--- config.mk ---
export PLATFORM = sky130hd
export DESIGN_NAME = preemptive_priority_scheduler_unit_flat
export DESIGN_NICKNAME = d
export VERILOG_FILES = /design/src/hw/rtl/pps_pkg.sv /design/src/hw/rtl/pps_req_if.sv /design/src/hw/rtl/pps_rsp_if.sv /design/src/hw/rtl/pps_ram.sv /design/src/hw/rtl/preemptive_priority_scheduler_unit.sv /design/src/flat_wrapper.sv
export VERILOG_INCLUDE_DIRS = /design/src /design/src/hw/rtl
export SDC_FILE = /design/constraint.sdc
export NUM_CORES = 1
export LEC_CHECK = 0
export BUFFER_PORTS_ARGS = -buffer_cell sky130_fd_sc_hd__buf_2
export CAP_MARGIN = 20
export CORE_MARGIN = 2
export CORE_UTILIZATION = 45
export CTS_CLUSTER_DIAMETER = 30
export CTS_CLUSTER_SIZE = 14
export DETAILED_ROUTE_END_ITERATION = 12
export GPL_TIMING_DRIVEN = 1
export PLACE_DENSITY = 0.58
export SKIP_LAST_GASP = 1
export SYNTH_ARGS = -nofsm -noshare
export SYNTH_HDL_FRONTEND = slang
export SYNTH_SLANG_ARGS = --single-unit
--- constraint.sdc ---
create_clock -name clk -period 19.7 [get_ports clk]
set_clock_uncertainty 0.2 [all_clocks]
set_input_delay 2.955 -clock clk [delete_from_list [all_inputs] [get_ports clk]]
set_output_delay 2.955 -clock clk [all_outputs]
set_load 0.005 [all_outputs]
--- src/hw/rtl/preemptive_priority_scheduler_unit_macros.svh ---
// Assertion macros for the scheduler RTL.
`ifndef PREEMPTIVE_PRIORITY_SCHEDULER_UNIT_MACROS_SVH
`define PREEMPTIVE_PRIORITY_SCHEDULER_UNIT_MACROS_SVH

`ifndef NO_ASSERTIONS
// Same-cycle implication.
`define PPS_ASSERT_NOW(name, clk, rst, ante, cons) \
  name: assert property (@(posedge clk) disable iff (rst) (ante) |-> (cons)) \
    else $error("pps assertion failed");
// Next-cycle implication.
`define PPS_ASSERT_NEXT(name, clk, rst, ante, cons) \
  name: assert property (@(posedge clk) disable iff (rst) (ante) |=> (cons)) \
    else $error("pps assertion failed");
`else
`define PPS_ASSERT_NOW(name, clk, rst, ante, cons)
`define PPS_ASSERT_NEXT(name, clk, rst, ante, cons)
`endif

`endif

--- src/hw/rtl/pps_pkg.sv ---
// Shared types and constants of the priority scheduler.
package pps_pkg;

  localparam int MAX_TASKS = 16;
  localparam int SLOT_W    = (MAX_TASKS > 1) ? $clog2(MAX_TASKS) : 1;
  localparam int CNT_W     = $clog2(MAX_TASKS + 1);
  localparam int TIME_W    = 16;
  localparam int TID_W     = 4;

  typedef logic [SLOT_W-1:0] slot_t;
  typedef logic [CNT_W-1:0]  cnt_t;
  typedef logic [TIME_W-1:0] time_t;
  typedef logic [TID_W-1:0]  tid_t;

  localparam cnt_t  MAX_CNT  = cnt_t'(MAX_TASKS);
  localparam time_t TIME_MAX = '1;

  // Command codes
  localparam logic CMD_ADD  = 1'b0;
  localparam logic CMD_TICK = 1'b1;

  // Result status codes
  typedef enum logic [1:0] {
    STAT_ADDED = 2'd0,
    STAT_FULL  = 2'd1,
    STAT_RUN   = 2'd2,
    STAT_IDLE  = 2'd3
  } status_e;

  // One task record as stored in the task RAM
  typedef struct packed {
    time_t      arrival;
    time_t      burst;
    logic [7:0] prio;
    time_t      remaining;
  } rec_t;

  localparam int REC_W = $bits(rec_t);

endpackage

--- src/hw/rtl/pps_req_if.sv ---
// Command channel: one add or tick item per handshake.
interface pps_req_if;
  logic        valid;
  logic        ready;
  logic        cmd;
  logic [15:0] arrival_time;
  logic [15:0] burst_length;
  logic [7:0]  priority_req;

  modport source (output valid, cmd, arrival_time, burst_length, priority_req, input ready);
  modport sink   (input valid, cmd, arrival_time, burst_length, priority_req, output ready);
endinterface

--- src/hw/rtl/pps_rsp_if.sv ---
// Result channel: one result item per command.
interface pps_rsp_if;
  logic        valid;
  logic        ready;
  logic [1:0]  status;
  logic [15:0] slot_time;
  logic [3:0]  task_id;
  logic        finished;
  logic [15:0] completion_time;
  logic [15:0] turnaround_time;
  logic [15:0] waiting_time;

  modport source (output valid, status, slot_time, task_id, finished, completion_time,
                  turnaround_time, waiting_time, input ready);
  modport sink   (input valid, status, slot_time, task_id, finished, completion_time,
                  turnaround_time, waiting_time, output ready);
endinterface

--- src/hw/rtl/pps_ram.sv ---
// Generic single-port-write, single-port-read RAM with registered read data.
module pps_ram #(
  parameter int WIDTH = 8,
  parameter int DEPTH = 16
) (
  input  logic                                    clk,
  input  logic                                    we,
  input  logic [((DEPTH > 1) ? $clog2(DEPTH) : 1)-1:0] waddr,
  input  logic [WIDTH-1:0]                        wdata,
  input  logic [((DEPTH > 1) ? $clog2(DEPTH) : 1)-1:0] raddr,
  output logic [WIDTH-1:0]                        rdata
);

  logic [WIDTH-1:0] mem [DEPTH];

  always_ff @(posedge clk) begin
    if (we) begin
      mem[waddr] <= wdata;
    end
    rdata <= mem[raddr];
  end

endmodule

--- src/hw/rtl/preemptive_priority_scheduler_unit.sv ---
// Preemptive priority scheduler: task table in RAM, sequential slot scan per tick.
//
// Usage:
//   req carries one command item: add (cmd 0) stores a task in the next free
//   slot, tick (cmd 1) runs the ready task with the smallest priority number
//   (lowest slot wins ties) for one time unit. rsp returns exactly one result
//   item per command, in order.
// Sequencing:
//   add:  accepted in ST_IDLE, then ST_OUT loads the result into the output register.
//   tick: accepted in ST_IDLE, then ST_SCAN reads each stored slot, ST_DRAIN checks
//         the last read, ST_UPDATE forms the result and ST_OUT loads it; ST_SCAN and
//         ST_DRAIN are skipped when the table is empty. The task RAM is read one
//         slot per cycle during the scan, so its single read port sets the scan length.
//   A new item is taken once the previous one has been handed to the output
//   register, even if that result is still waiting on rsp.
// Reset (rst, synchronous): clears time, task count and done flags; task RAM
//   contents are not cleared, only slots below the count are ever read.
// Stall: while rsp.ready is low the output register holds its item; a
//   following result waits in the core and req stays not ready meanwhile.
module preemptive_priority_scheduler_unit (
  input logic clk,
  input logic rst,
  pps_req_if.sink   req,
  pps_rsp_if.source rsp
);

  `include "preemptive_priority_scheduler_unit_macros.svh"

  typedef enum logic [2:0] {
    ST_IDLE,
    ST_SCAN,
    ST_DRAIN,
    ST_UPDATE,
    ST_OUT
  } state_t;

  state_t                   state;
  pps_pkg::cnt_t            task_count;
  pps_pkg::time_t           current_time;
  logic [pps_pkg::MAX_TASKS-1:0] done_flags;

  // Scan bookkeeping
  pps_pkg::slot_t           scan_idx;
  pps_pkg::slot_t           chk_slot;
  logic                     chk_vld;
  pps_pkg::time_t           start;
  logic                     found;
  pps_pkg::slot_t           best_slot;
  pps_pkg::rec_t            best_rec;

  // Pending result
  pps_pkg::status_e         res_status;
  pps_pkg::time_t           res_slot_time;
  pps_pkg::tid_t            res_task_id;
  logic                     res_finished;
  pps_pkg::time_t           res_comp;
  pps_pkg::time_t           res_tat;
  pps_pkg::time_t           res_wt;

  // Output register
  logic                     rsp_valid;
  pps_pkg::status_e         rsp_status;
  pps_pkg::time_t           rsp_slot_time;
  pps_pkg::tid_t            rsp_task_id;
  logic                     rsp_finished;
  pps_pkg::time_t           rsp_comp;
  pps_pkg::time_t           rsp_tat;
  pps_pkg::time_t           rsp_wt;

  // RAM ports
  logic                     ram_we;
  pps_pkg::slot_t           ram_waddr;
  pps_pkg::rec_t            ram_wdata;
  pps_pkg::rec_t            ram_rdata;
  logic [pps_pkg::REC_W-1:0] ram_rbits;

  logic                     req_fire;
  logic                     rsp_load;
  logic                     table_full;
  logic                     last_issue;
  logic                     eligible;
  logic                     take;
  logic                     best_last;
  pps_pkg::time_t           tat;
  pps_pkg::time_t           wt;
  pps_pkg::time_t           rem_next;
  pps_pkg::time_t           time_inc;

  pps_pkg::rec_t            add_rec;

  assign req.ready  = (state == ST_IDLE);
  assign req_fire   = req.valid && req.ready;
  assign rsp_load   = (state == ST_OUT) && (!rsp_valid || rsp.ready);
  assign table_full = (task_count == pps_pkg::MAX_CNT);
  assign last_issue = ((pps_pkg::cnt_t'(scan_idx) + pps_pkg::cnt_t'(1)) == task_count);
  assign time_inc   = (current_time == pps_pkg::TIME_MAX) ? current_time
                                                          : current_time + 16'd1;

  // Candidate check on the record read last cycle
  assign ram_rdata = pps_pkg::rec_t'(ram_rbits);
  assign eligible  = chk_vld && !done_flags[chk_slot] && (ram_rdata.arrival <= start);
  assign take      = eligible && (!found || (ram_rdata.prio < best_rec.prio));

  // Completion figures; current_time already holds the tick end time
  assign best_last = (best_rec.remaining <= 16'd1);
  assign tat       = current_time - best_rec.arrival;
  assign wt        = (tat >= best_rec.burst) ? (tat - best_rec.burst) : '0;
  assign rem_next  = best_last ? '0 : (best_rec.remaining - 16'd1);

  // RAM write: new task on add, remaining count on a run tick
  always_comb begin
    add_rec.arrival   = req.arrival_time;
    add_rec.burst     = req.burst_length;
    add_rec.prio      = req.priority_req;
    add_rec.remaining = req.burst_length;
    ram_we    = 1'b0;
    ram_waddr = best_slot;
    ram_wdata = add_rec;
    if (req_fire && (req.cmd == pps_pkg::CMD_ADD) && !table_full) begin
      ram_we    = 1'b1;
      ram_waddr = task_count[pps_pkg::SLOT_W-1:0];
    end else if ((state == ST_UPDATE) && found) begin
      ram_we    = 1'b1;
      ram_wdata = best_rec;
      ram_wdata.remaining = rem_next;
    end
  end

  pps_ram #(
    .WIDTH (pps_pkg::REC_W),
    .DEPTH (pps_pkg::MAX_TASKS)
  ) u_task_ram (
    .clk   (clk),
    .we    (ram_we),
    .waddr (ram_waddr),
    .wdata (ram_wdata),
    .raddr (scan_idx),
    .rdata (ram_rbits)
  );

  // Sequencer, scan state and output register
  always_ff @(posedge clk) begin
    if (rst) begin
      state        <= ST_IDLE;
      task_count   <= '0;
      current_time <= '0;
      done_flags   <= '0;
      chk_vld      <= 1'b0;
      found        <= 1'b0;
      rsp_valid    <= 1'b0;
    end else begin
      // Read data of a scan slot is checked in the cycle after its address
      chk_vld <= (state == ST_SCAN);

      if (rsp_load) begin
        rsp_valid <= 1'b1;
      end else if (rsp.ready) begin
        rsp_valid <= 1'b0;
      end

      // Keep the best candidate seen so far
      if (take) begin
        found     <= 1'b1;
        best_slot <= chk_slot;
        best_rec  <= ram_rdata;
      end

      case (state)
        ST_IDLE: begin
          if (req_fire) begin
            if (req.cmd == pps_pkg::CMD_ADD) begin
              res_slot_time <= current_time;
              res_finished  <= 1'b0;
              res_comp      <= '0;
              res_tat       <= '0;
              res_wt        <= '0;
              if (table_full) begin
                res_status  <= pps_pkg::STAT_FULL;
                res_task_id <= '0;
              end else begin
                res_status  <= pps_pkg::STAT_ADDED;
                res_task_id <= pps_pkg::tid_t'(task_count[pps_pkg::SLOT_W-1:0]);
                done_flags[task_count[pps_pkg::SLOT_W-1:0]] <= 1'b0;
                task_count  <= task_count + pps_pkg::cnt_t'(1);
              end
              state <= ST_OUT;
            end else begin
              start        <= current_time;
              current_time <= time_inc;
              found        <= 1'b0;
              scan_idx     <= '0;
              state        <= (task_count == '0) ? ST_UPDATE : ST_SCAN;
            end
          end
        end

        ST_SCAN: begin
          chk_slot <= scan_idx;
          if (last_issue) begin
            state <= ST_DRAIN;
          end else begin
            scan_idx <= scan_idx + pps_pkg::slot_t'(1);
          end
        end

        ST_DRAIN: begin
          state <= ST_UPDATE;
        end

        ST_UPDATE: begin
          res_slot_time <= start;
          if (found) begin
            res_status   <= pps_pkg::STAT_RUN;
            res_task_id  <= pps_pkg::tid_t'(best_slot);
            res_finished <= best_last;
            res_comp     <= best_last ? current_time : '0;
            res_tat      <= best_last ? tat : '0;
            res_wt       <= best_last ? wt : '0;
            if (best_last) begin
              done_flags[best_slot] <= 1'b1;
            end
          end else begin
            res_status   <= pps_pkg::STAT_IDLE;
            res_task_id  <= '0;
            res_finished <= 1'b0;
            res_comp     <= '0;
            res_tat      <= '0;
            res_wt       <= '0;
          end
          state <= ST_OUT;
        end

        ST_OUT: begin
          if (rsp_load) begin
            rsp_status    <= res_status;
            rsp_slot_time <= res_slot_time;
            rsp_task_id   <= res_task_id;
            rsp_finished  <= res_finished;
            rsp_comp      <= res_comp;
            rsp_tat       <= res_tat;
            rsp_wt        <= res_wt;
            state         <= ST_IDLE;
          end
        end

        default: begin
          state <= ST_IDLE;
        end
      endcase
    end
  end

  assign rsp.valid           = rsp_valid;
  assign rsp.status          = rsp_status;
  assign rsp.slot_time       = rsp_slot_time;
  assign rsp.task_id         = rsp_task_id;
  assign rsp.finished        = rsp_finished;
  assign rsp.completion_time = rsp_comp;
  assign rsp.turnaround_time = rsp_tat;
  assign rsp.waiting_time    = rsp_wt;

  // Checks
  `PPS_ASSERT_NOW(a_count_bound, clk, rst, 1'b1, task_count <= pps_pkg::MAX_CNT)
  `PPS_ASSERT_NOW(a_no_write_in_scan, clk, rst, ram_we,
                  (state == ST_IDLE) || (state == ST_UPDATE))
  `PPS_ASSERT_NOW(a_best_in_table, clk, rst, (state == ST_UPDATE) && found,
                  pps_pkg::cnt_t'(best_slot) < task_count)
  `PPS_ASSERT_NEXT(a_tick_leaves_idle, clk, rst,
                   req_fire && (req.cmd == pps_pkg::CMD_TICK), state != ST_IDLE)
  `PPS_ASSERT_NOW(a_finish_only_on_run, clk, rst, rsp_valid && rsp_finished,
                  rsp_status == pps_pkg::STAT_RUN)

endmodule

--- src/flat_wrapper.sv ---
// flat-port wrapper written by rule: the top's interface ports become plain ports
module preemptive_priority_scheduler_unit_flat 
  (clk, rst, req_valid, req_cmd, req_arrival_time, req_burst_length, req_priority_req, req_ready, rsp_valid, rsp_status, rsp_slot_time, rsp_task_id, rsp_finished, rsp_completion_time, rsp_turnaround_time, rsp_waiting_time, rsp_ready);
  pps_req_if req_i ();
  pps_rsp_if rsp_i ();
  input logic clk;
  input logic rst;
  input wire logic [$bits(req_i.valid)-1:0] req_valid;
  input wire logic [$bits(req_i.cmd)-1:0] req_cmd;
  input wire logic [$bits(req_i.arrival_time)-1:0] req_arrival_time;
  input wire logic [$bits(req_i.burst_length)-1:0] req_burst_length;
  input wire logic [$bits(req_i.priority_req)-1:0] req_priority_req;
  output wire logic [$bits(req_i.ready)-1:0] req_ready;
  output wire logic [$bits(rsp_i.valid)-1:0] rsp_valid;
  output wire logic [$bits(rsp_i.status)-1:0] rsp_status;
  output wire logic [$bits(rsp_i.slot_time)-1:0] rsp_slot_time;
  output wire logic [$bits(rsp_i.task_id)-1:0] rsp_task_id;
  output wire logic [$bits(rsp_i.finished)-1:0] rsp_finished;
  output wire logic [$bits(rsp_i.completion_time)-1:0] rsp_completion_time;
  output wire logic [$bits(rsp_i.turnaround_time)-1:0] rsp_turnaround_time;
  output wire logic [$bits(rsp_i.waiting_time)-1:0] rsp_waiting_time;
  input wire logic [$bits(rsp_i.ready)-1:0] rsp_ready;
  assign req_i.valid = req_valid;
  assign req_i.cmd = req_cmd;
  assign req_i.arrival_time = req_arrival_time;
  assign req_i.burst_length = req_burst_length;
  assign req_i.priority_req = req_priority_req;
  assign req_ready = req_i.ready;
  assign rsp_valid = rsp_i.valid;
  assign rsp_status = rsp_i.status;
  assign rsp_slot_time = rsp_i.slot_time;
  assign rsp_task_id = rsp_i.task_id;
  assign rsp_finished = rsp_i.finished;
  assign rsp_completion_time = rsp_i.completion_time;
  assign rsp_turnaround_time = rsp_i.turnaround_time;
  assign rsp_waiting_time = rsp_i.waiting_time;
  assign rsp_i.ready = rsp_ready;
  preemptive_priority_scheduler_unit u_core (.clk(clk), .rst(rst), .req(req_i), .rsp(rsp_i));
endmodule
# Word level (Yosys, flattened, before mapping)
# Memories as Yosys holds them, arrays and structs flattened. A register that Yosys moved wholly into a read port is not among the register bits.
# Index checks and enable logic that the tools add are counted.
dict set report op_classes {
  addsub 7
  magnitude_cmp 9
  n_eq_ne 16
  muxes 65
  bitwise 7
  reduce_logical 31
}
# op count
set op_table {}
lappend op_table {{two-way mux 16 bit} 17}
lappend op_table {{one-hot mux 16 bit (2 select lines)} 5}
lappend op_table {{two-way mux 56 bit} 2}
lappend op_table {{two-way mux 4 bit} 8}
lappend op_table {{subtractor 16 bit} 2}
lappend op_table {{two-way mux 1 bit} 18}
lappend op_table {{adder 16 x 1 -> 16 bit, second input constant} 1}
lappend op_table {{bitwise AND 16 bit} 1}
lappend op_table {{equality test 16 bit, second input constant} 1}
lappend op_table {{>= comparator 16 bit} 1}
lappend op_table {{less-or-equal comparator 16 x 1 -> 1 bit, second input constant} 1}
lappend op_table {{less-or-equal comparator 16 bit} 1}
lappend op_table {{NOT 16 bit} 1}
lappend op_table {{OR 16 bit} 1}
lappend op_table {{one-hot mux 4 bit (2 select lines)} 2}
lappend op_table {{AND reduction 4 bit} 4}
lappend op_table {{subtractor 16 x 1 -> 16 bit, second input constant} 1}
lappend op_table {{< comparator 4 x 5 -> 1 bit, second input constant} 3}
lappend op_table {{one-hot mux 3 bit (5 select lines)} 1}
lappend op_table {{two-way mux 3 bit} 4}
lappend op_table {{logical AND 1 bit} 10}
lappend op_table {{inequality test 2 bit, second input constant} 5}
lappend op_table {{demux 1 bit (select 4 bit)} 2}
lappend op_table {{>= comparator 4 x 1 -> 1 bit, second input constant} 2}
lappend op_table {{24 further kinds} 41}
dict set report word_totals {
  ff_bits 269
  mem_bits_rw 896
  in_bits 45
  out_inout_bits 73
  wordCells 165
  mem_count 1
}
# name depth word_bits rd rd_clocked_by_memory_dff wr line_no
set mem_list {}
lappend mem_list {u_core.u_task_ram.mem 16 56 1 1 1 pps_ram.sv:14} ;# logic [WIDTH-1:0] mem [DEPTH];

# Depth between registers and ports, before layout
dict set report depth {
  word_depth 10
  mapped_depth 18
  depth_no_buf 16
}

# Cells and area by module
# Synthesis repeated with hierarchy kept, for this count alone.
dict set report unflattened {
  cells_unflattened 2512
  area_unflattened_um2 47332.9
}
# module n_inst cells_per_inst area_each_um2 seq_area_each_um2
set modules_own_cells {}
lappend modules_own_cells {pps_ram 1 1445 34678.3 28026.9}
lappend modules_own_cells {preemptive_priority_scheduler_unit 1 1067 12654.6 7647.3}

# Worst setup path after synthesis
# OpenSTA, ideal clock, no wires.
dict set report synth_timing {
  path_type {input-to-reg}
  from {in req_cmd}
  to {reg u_core.res_comp[0], enable pin}
  setup_time_ns 0.606
  t_arrival_ns 8.683
  required_ns 18.894
  path_slack_ns 10.210
  stages 3
  path_cell_list {nand2b_1 > or3_1 > a211oi_1}
}
dict set report synth_via {
  elab_chain_cells 2
}
# item line_no
set synth_rtl {}
lappend synth_rtl {{from (decl)} flat_wrapper.sv:9} ;# input wire logic [$bits(req_i.cmd)-1:0] req_cmd;
lappend synth_rtl {{inequality test 2 bit (no source line)} -}
lappend synth_rtl {{AND reduction 4 bit (no source line)} -}
lappend synth_rtl {{to (signal assigned)} preemptive_priority_scheduler_unit.sv:216} ;# res_comp <= best_last ? current_time : '0;
lappend synth_rtl {{to (decl)} preemptive_priority_scheduler_unit.sv:56} ;# pps_pkg::time_t res_comp;
# No other way between the ends.
# A chain may end at the register's enable or synchronous reset.

# Final worst setup path
dict set report layout_timing {
  from {in req_cmd}
  to {mem u_core.u_task_ram.mem[9][22] (netlist name), enable pin}
}
dict set report layout_via {
  elab_chain_cells 6
}
# item line_no
set layout_rtl {}
lappend layout_rtl {{NOT 1 bit (*)} preemptive_priority_scheduler_unit.sv:119} ;# if (req_fire && (req.cmd == pps_pkg::CMD_ADD) && !table_full) begin
lappend layout_rtl {{logical AND 1 bit (*) (2 in a row)} preemptive_priority_scheduler_unit.sv:119}
lappend layout_rtl {{two-way mux 1 bit} preemptive_priority_scheduler_unit.sv:119}
lappend layout_rtl {{two-way mux 1 bit} pps_ram.sv:17} ;# if (we) begin
lappend layout_rtl {{two-way mux 1 bit (implied by the code)} pps_ram.sv:18} ;# mem[waddr] <= wdata;
lappend layout_rtl {{to (decl)} pps_ram.sv:14}
# Every way passes the cells marked *; elsewhere a longest branch is shown, timed or not.

==> flow_summary.ini <==
[cts]
clk_latency_ps = 790
cts-resized-gates = 0
cts.sinks = 1221
cts_buffers = 217
cts.path.max_buffers = 3
cts_root_buf = clkbuf_16
cts_hold_buf = 0
tritoncts = built
cts_setup_buffers = 0
htreeDepth = 4
path_clk_slew_ps = 50

[sta]
hold_viol_final = 0
slew_headroom = 0.268
timing.fmax_ghz = 0.175
setup_viol_count_final = 0
tightest_slew_ps = 1100
whs_ps = 193
min_period_ps = 5700
finalMaxSlewViolations = 0
tns_ps = 0
min_period_over_period = 0.289
fin_ws_ps = 14000
rsz0062_at_grt = no

[grt]
track_usage = 0.207
grt_max_degree = 99
gr-total-overflow = 0
grt_pass1_vias = 24800
grt_pass1_wl_um = 162000
antenna_found_initial = 4

[setup_path]
timing.critical_path.slowest_stage_cell = nor2_4
cp_data_arrival_time_ps = 5890
crit_chain = buf_2 > nand2b_1 > a311oi_2 > buf_4 > a31oi_1 > nor2_4 > buf_4
start_kind = input pin
startpoint = req_cmd
cp-end-kind = flip-flop
required_ps = 19890
rr_startpoint = u_core.current_time[0]$_SDFFE_PP0P_
cp_common_cell = buf_4
worstSetupPathType = input pin to flip-flop
max_stage_delay_ps = 930
worstPathMaxFanout = 33

[logic_synthesis]
synth_mux_area_frac = 0.136
yosys.area_share.simple = 0.0377
synth_nets = 2486
syn_area_um2 = 47200
synth_adder_area_share = 0.0173
synth_cell_types = 64
avgSynthCellArea_um2 = 19.8
synth_seq_area_share = 0.756
async_flop_share = 0
synth_top_family_by_area = multiplexers
ys.flop_type = edfxtp_1
synth-xor-area-share = 0.0108
synth_compound_area_frac = 0.0283
synth-edff-count = 1122
ys_warn_count = 0
synth_cells = 2377
ys_seq_elements = 1221

[pwr]
p_total_mw = 7.03
irDropWorstVdd_v = 0.0000957
power.density_nw_per_um2 = 122
power.leakage_nw = 19.5

[place]
detailed_place_hpwl_um = 63200
dpl_cell_area_um2 = 49900
port_buffers = 117
dp.cells = 3865
place_ws_ps = 12980
globalplace.congestion = 0.849

[routing]
wl_per_cell_um = 25.4
vias = 23900
drt_pass1_iterations = 7
routed_wl_um = 109000
post_drt_via_cell_ratio = 5.56
ant_nets = 0
drt_iter0_markers = 1981
drc = 0

[layout]
layout-drive-gt1-share = 0.311
final_cell_mix = edfxtp_1, mux4_2, clkbuf_16, buf_2, nand2_1
instances_no_fill = 4293
nets = 2825
syn_to_final_growth_pct = 22.4
final_core_util = 0.556
nFillCells = 7825
final_common_cell = edfxtp_1
final_area_um2 = 57700

[floorplan]
die_w_um = 328
core_area_um2 = 104000
dieHeight_um = 328
initial_core_util = 0.455
dieArea_um2 = 107000
core.rowCount = 118
io_pins = 118

[hold_path]
hold_class = flip-flop to flip-flop
min_from = u_core.res_wt[1]$_SDFFCE_PN0P_

[run]
drv_cap = 0

[outcome]
status = finished clean
[final timing paths]
kind,slack (ps),cells past startpoint,endpoint
setup / recovery,14000,7,u_core.u_task_ram.mem[9][22]$_DFFE_PP_
hold reg to reg,190,0,u_core.rsp.waiting_time[1]$_DFFE_PP_
hold / removal,190,0,u_core.rsp.waiting_time[1]$_DFFE_PP_
setup reg to reg,14700,15,u_core.res_wt[10]$_SDFFCE_PN0P_
[per-layer routing]
| metal | vias up | GRT usage | part of all wire |
|---|---|---|---|
| li1 | 10400 | - | - |
| met5 | - | 0 | 0.00010 |
| met2 | 804 | 0.333 | 0.49 |
| met3 | 179 | 0.0449 | 0.062 |
| met1 | 12500 | 0.282 | 0.43 |
| met4 | 2 | 0.0661 | 0.020 |
[synth_stat cells, drive strengths merged, types with 8 or more instances]
| library cell | instances | area [µm²] |
|---|---|---|
| a21o | 12 | 90.1 |
| nand2b | 13 | 81.3 |
| a31oi | 13 | 81.3 |
| nand2 | 109 | 409 |
| and2 | 33 | 206 |
| a211oi | 10 | 75.1 |
| mux4 | 285 | 6420 |
| o21ai | 107 | 536 |
| dfxtp | 99 | 1980 |
| and3 | 8 | 50.1 |
| xor2 | 29 | 254 |
| nor2 | 88 | 330 |
| nor3 | 11 | 60.1 |
| ha | 62 | 776 |
| inv | 72 | 270 |
| clkbuf | 66 | 248 |
| nand3 | 34 | 170 |
| nand3b | 12 | 90.1 |
| a21oi | 41 | 205 |
| buf | 28 | 114 |
| xnor2 | 29 | 254 |
| edfxtp | 1122 | 33700 |
[logic make-up (layout without fill, tap and decap cells)]
family | after synthesis | in the layout
other | 0 | 2
adder cells (fa/ha/maj) | 64 | 64
XOR/XNOR | 58 | 58
AND/OR/NAND/NOR | 358 | 358
multiplexers | 287 | 287
AO/OA/AOI/OAI | 223 | 223
flip-flops | 1221 | 1221
buffers and inverters | 166 | 700
[flip-flops by register name, indices dropped and copies added (netlist names), 3 cells and up]
register                    cells
u_core.u_task_ram.mem         896
u_core.best_rec                56
u_core.u_task_ram.rdata        56
u_core.current_time            16
u_core.done_flags              16
u_core.res_comp                16
u_core.res_slot_time           16
u_core.res_tat                 16
u_core.res_wt                  16
u_core.rsp.completion_time     16
u_core.rsp.slot_time           16
u_core.rsp.turnaround_time     16
u_core.rsp.waiting_time        16
u_core.start                   16
u_core.task_count               5
u_core.best_slot                4
u_core.chk_slot                 4
u_core.res_task_id              4
u_core.rsp.task_id              4
u_core.scan_idx                 4
u_core.state                    3
[power breakdown]
part | leakage [nW] | internal (mW) | switching (mW)
logic | 4.90 | 0.155 | 0.198
registers | 11.0 | 2.90 | 0.0282
clock network | 3.62 | 2.45 | 1.30
[cell type report]
type | count | area (µm²) | area share
well taps | 1380 | 1730 | 0.0299
clock inverters | 155 | 1700 | 0.0295
flip-flops and latches | 1221 | 35700 | 0.618
repair buffers | 214 | 1450 | 0.0251
diodes | 2 | 5.00 | 0.0000867
inverters | 72 | 270 | 0.00468
multi-input cells | 990 | 11000 | 0.191
clock buffers | 259 | 5880 | 0.102
[worst max-delay path: cells and delay by family]
| kind | cells | cell delay (ps) |
|---|---|---|
| compound gates | 2 | 650 |
| buf+inv | 3 | 1110 |
| simple gates | 2 | 1110 |
(Power assumes the default switching activity.)
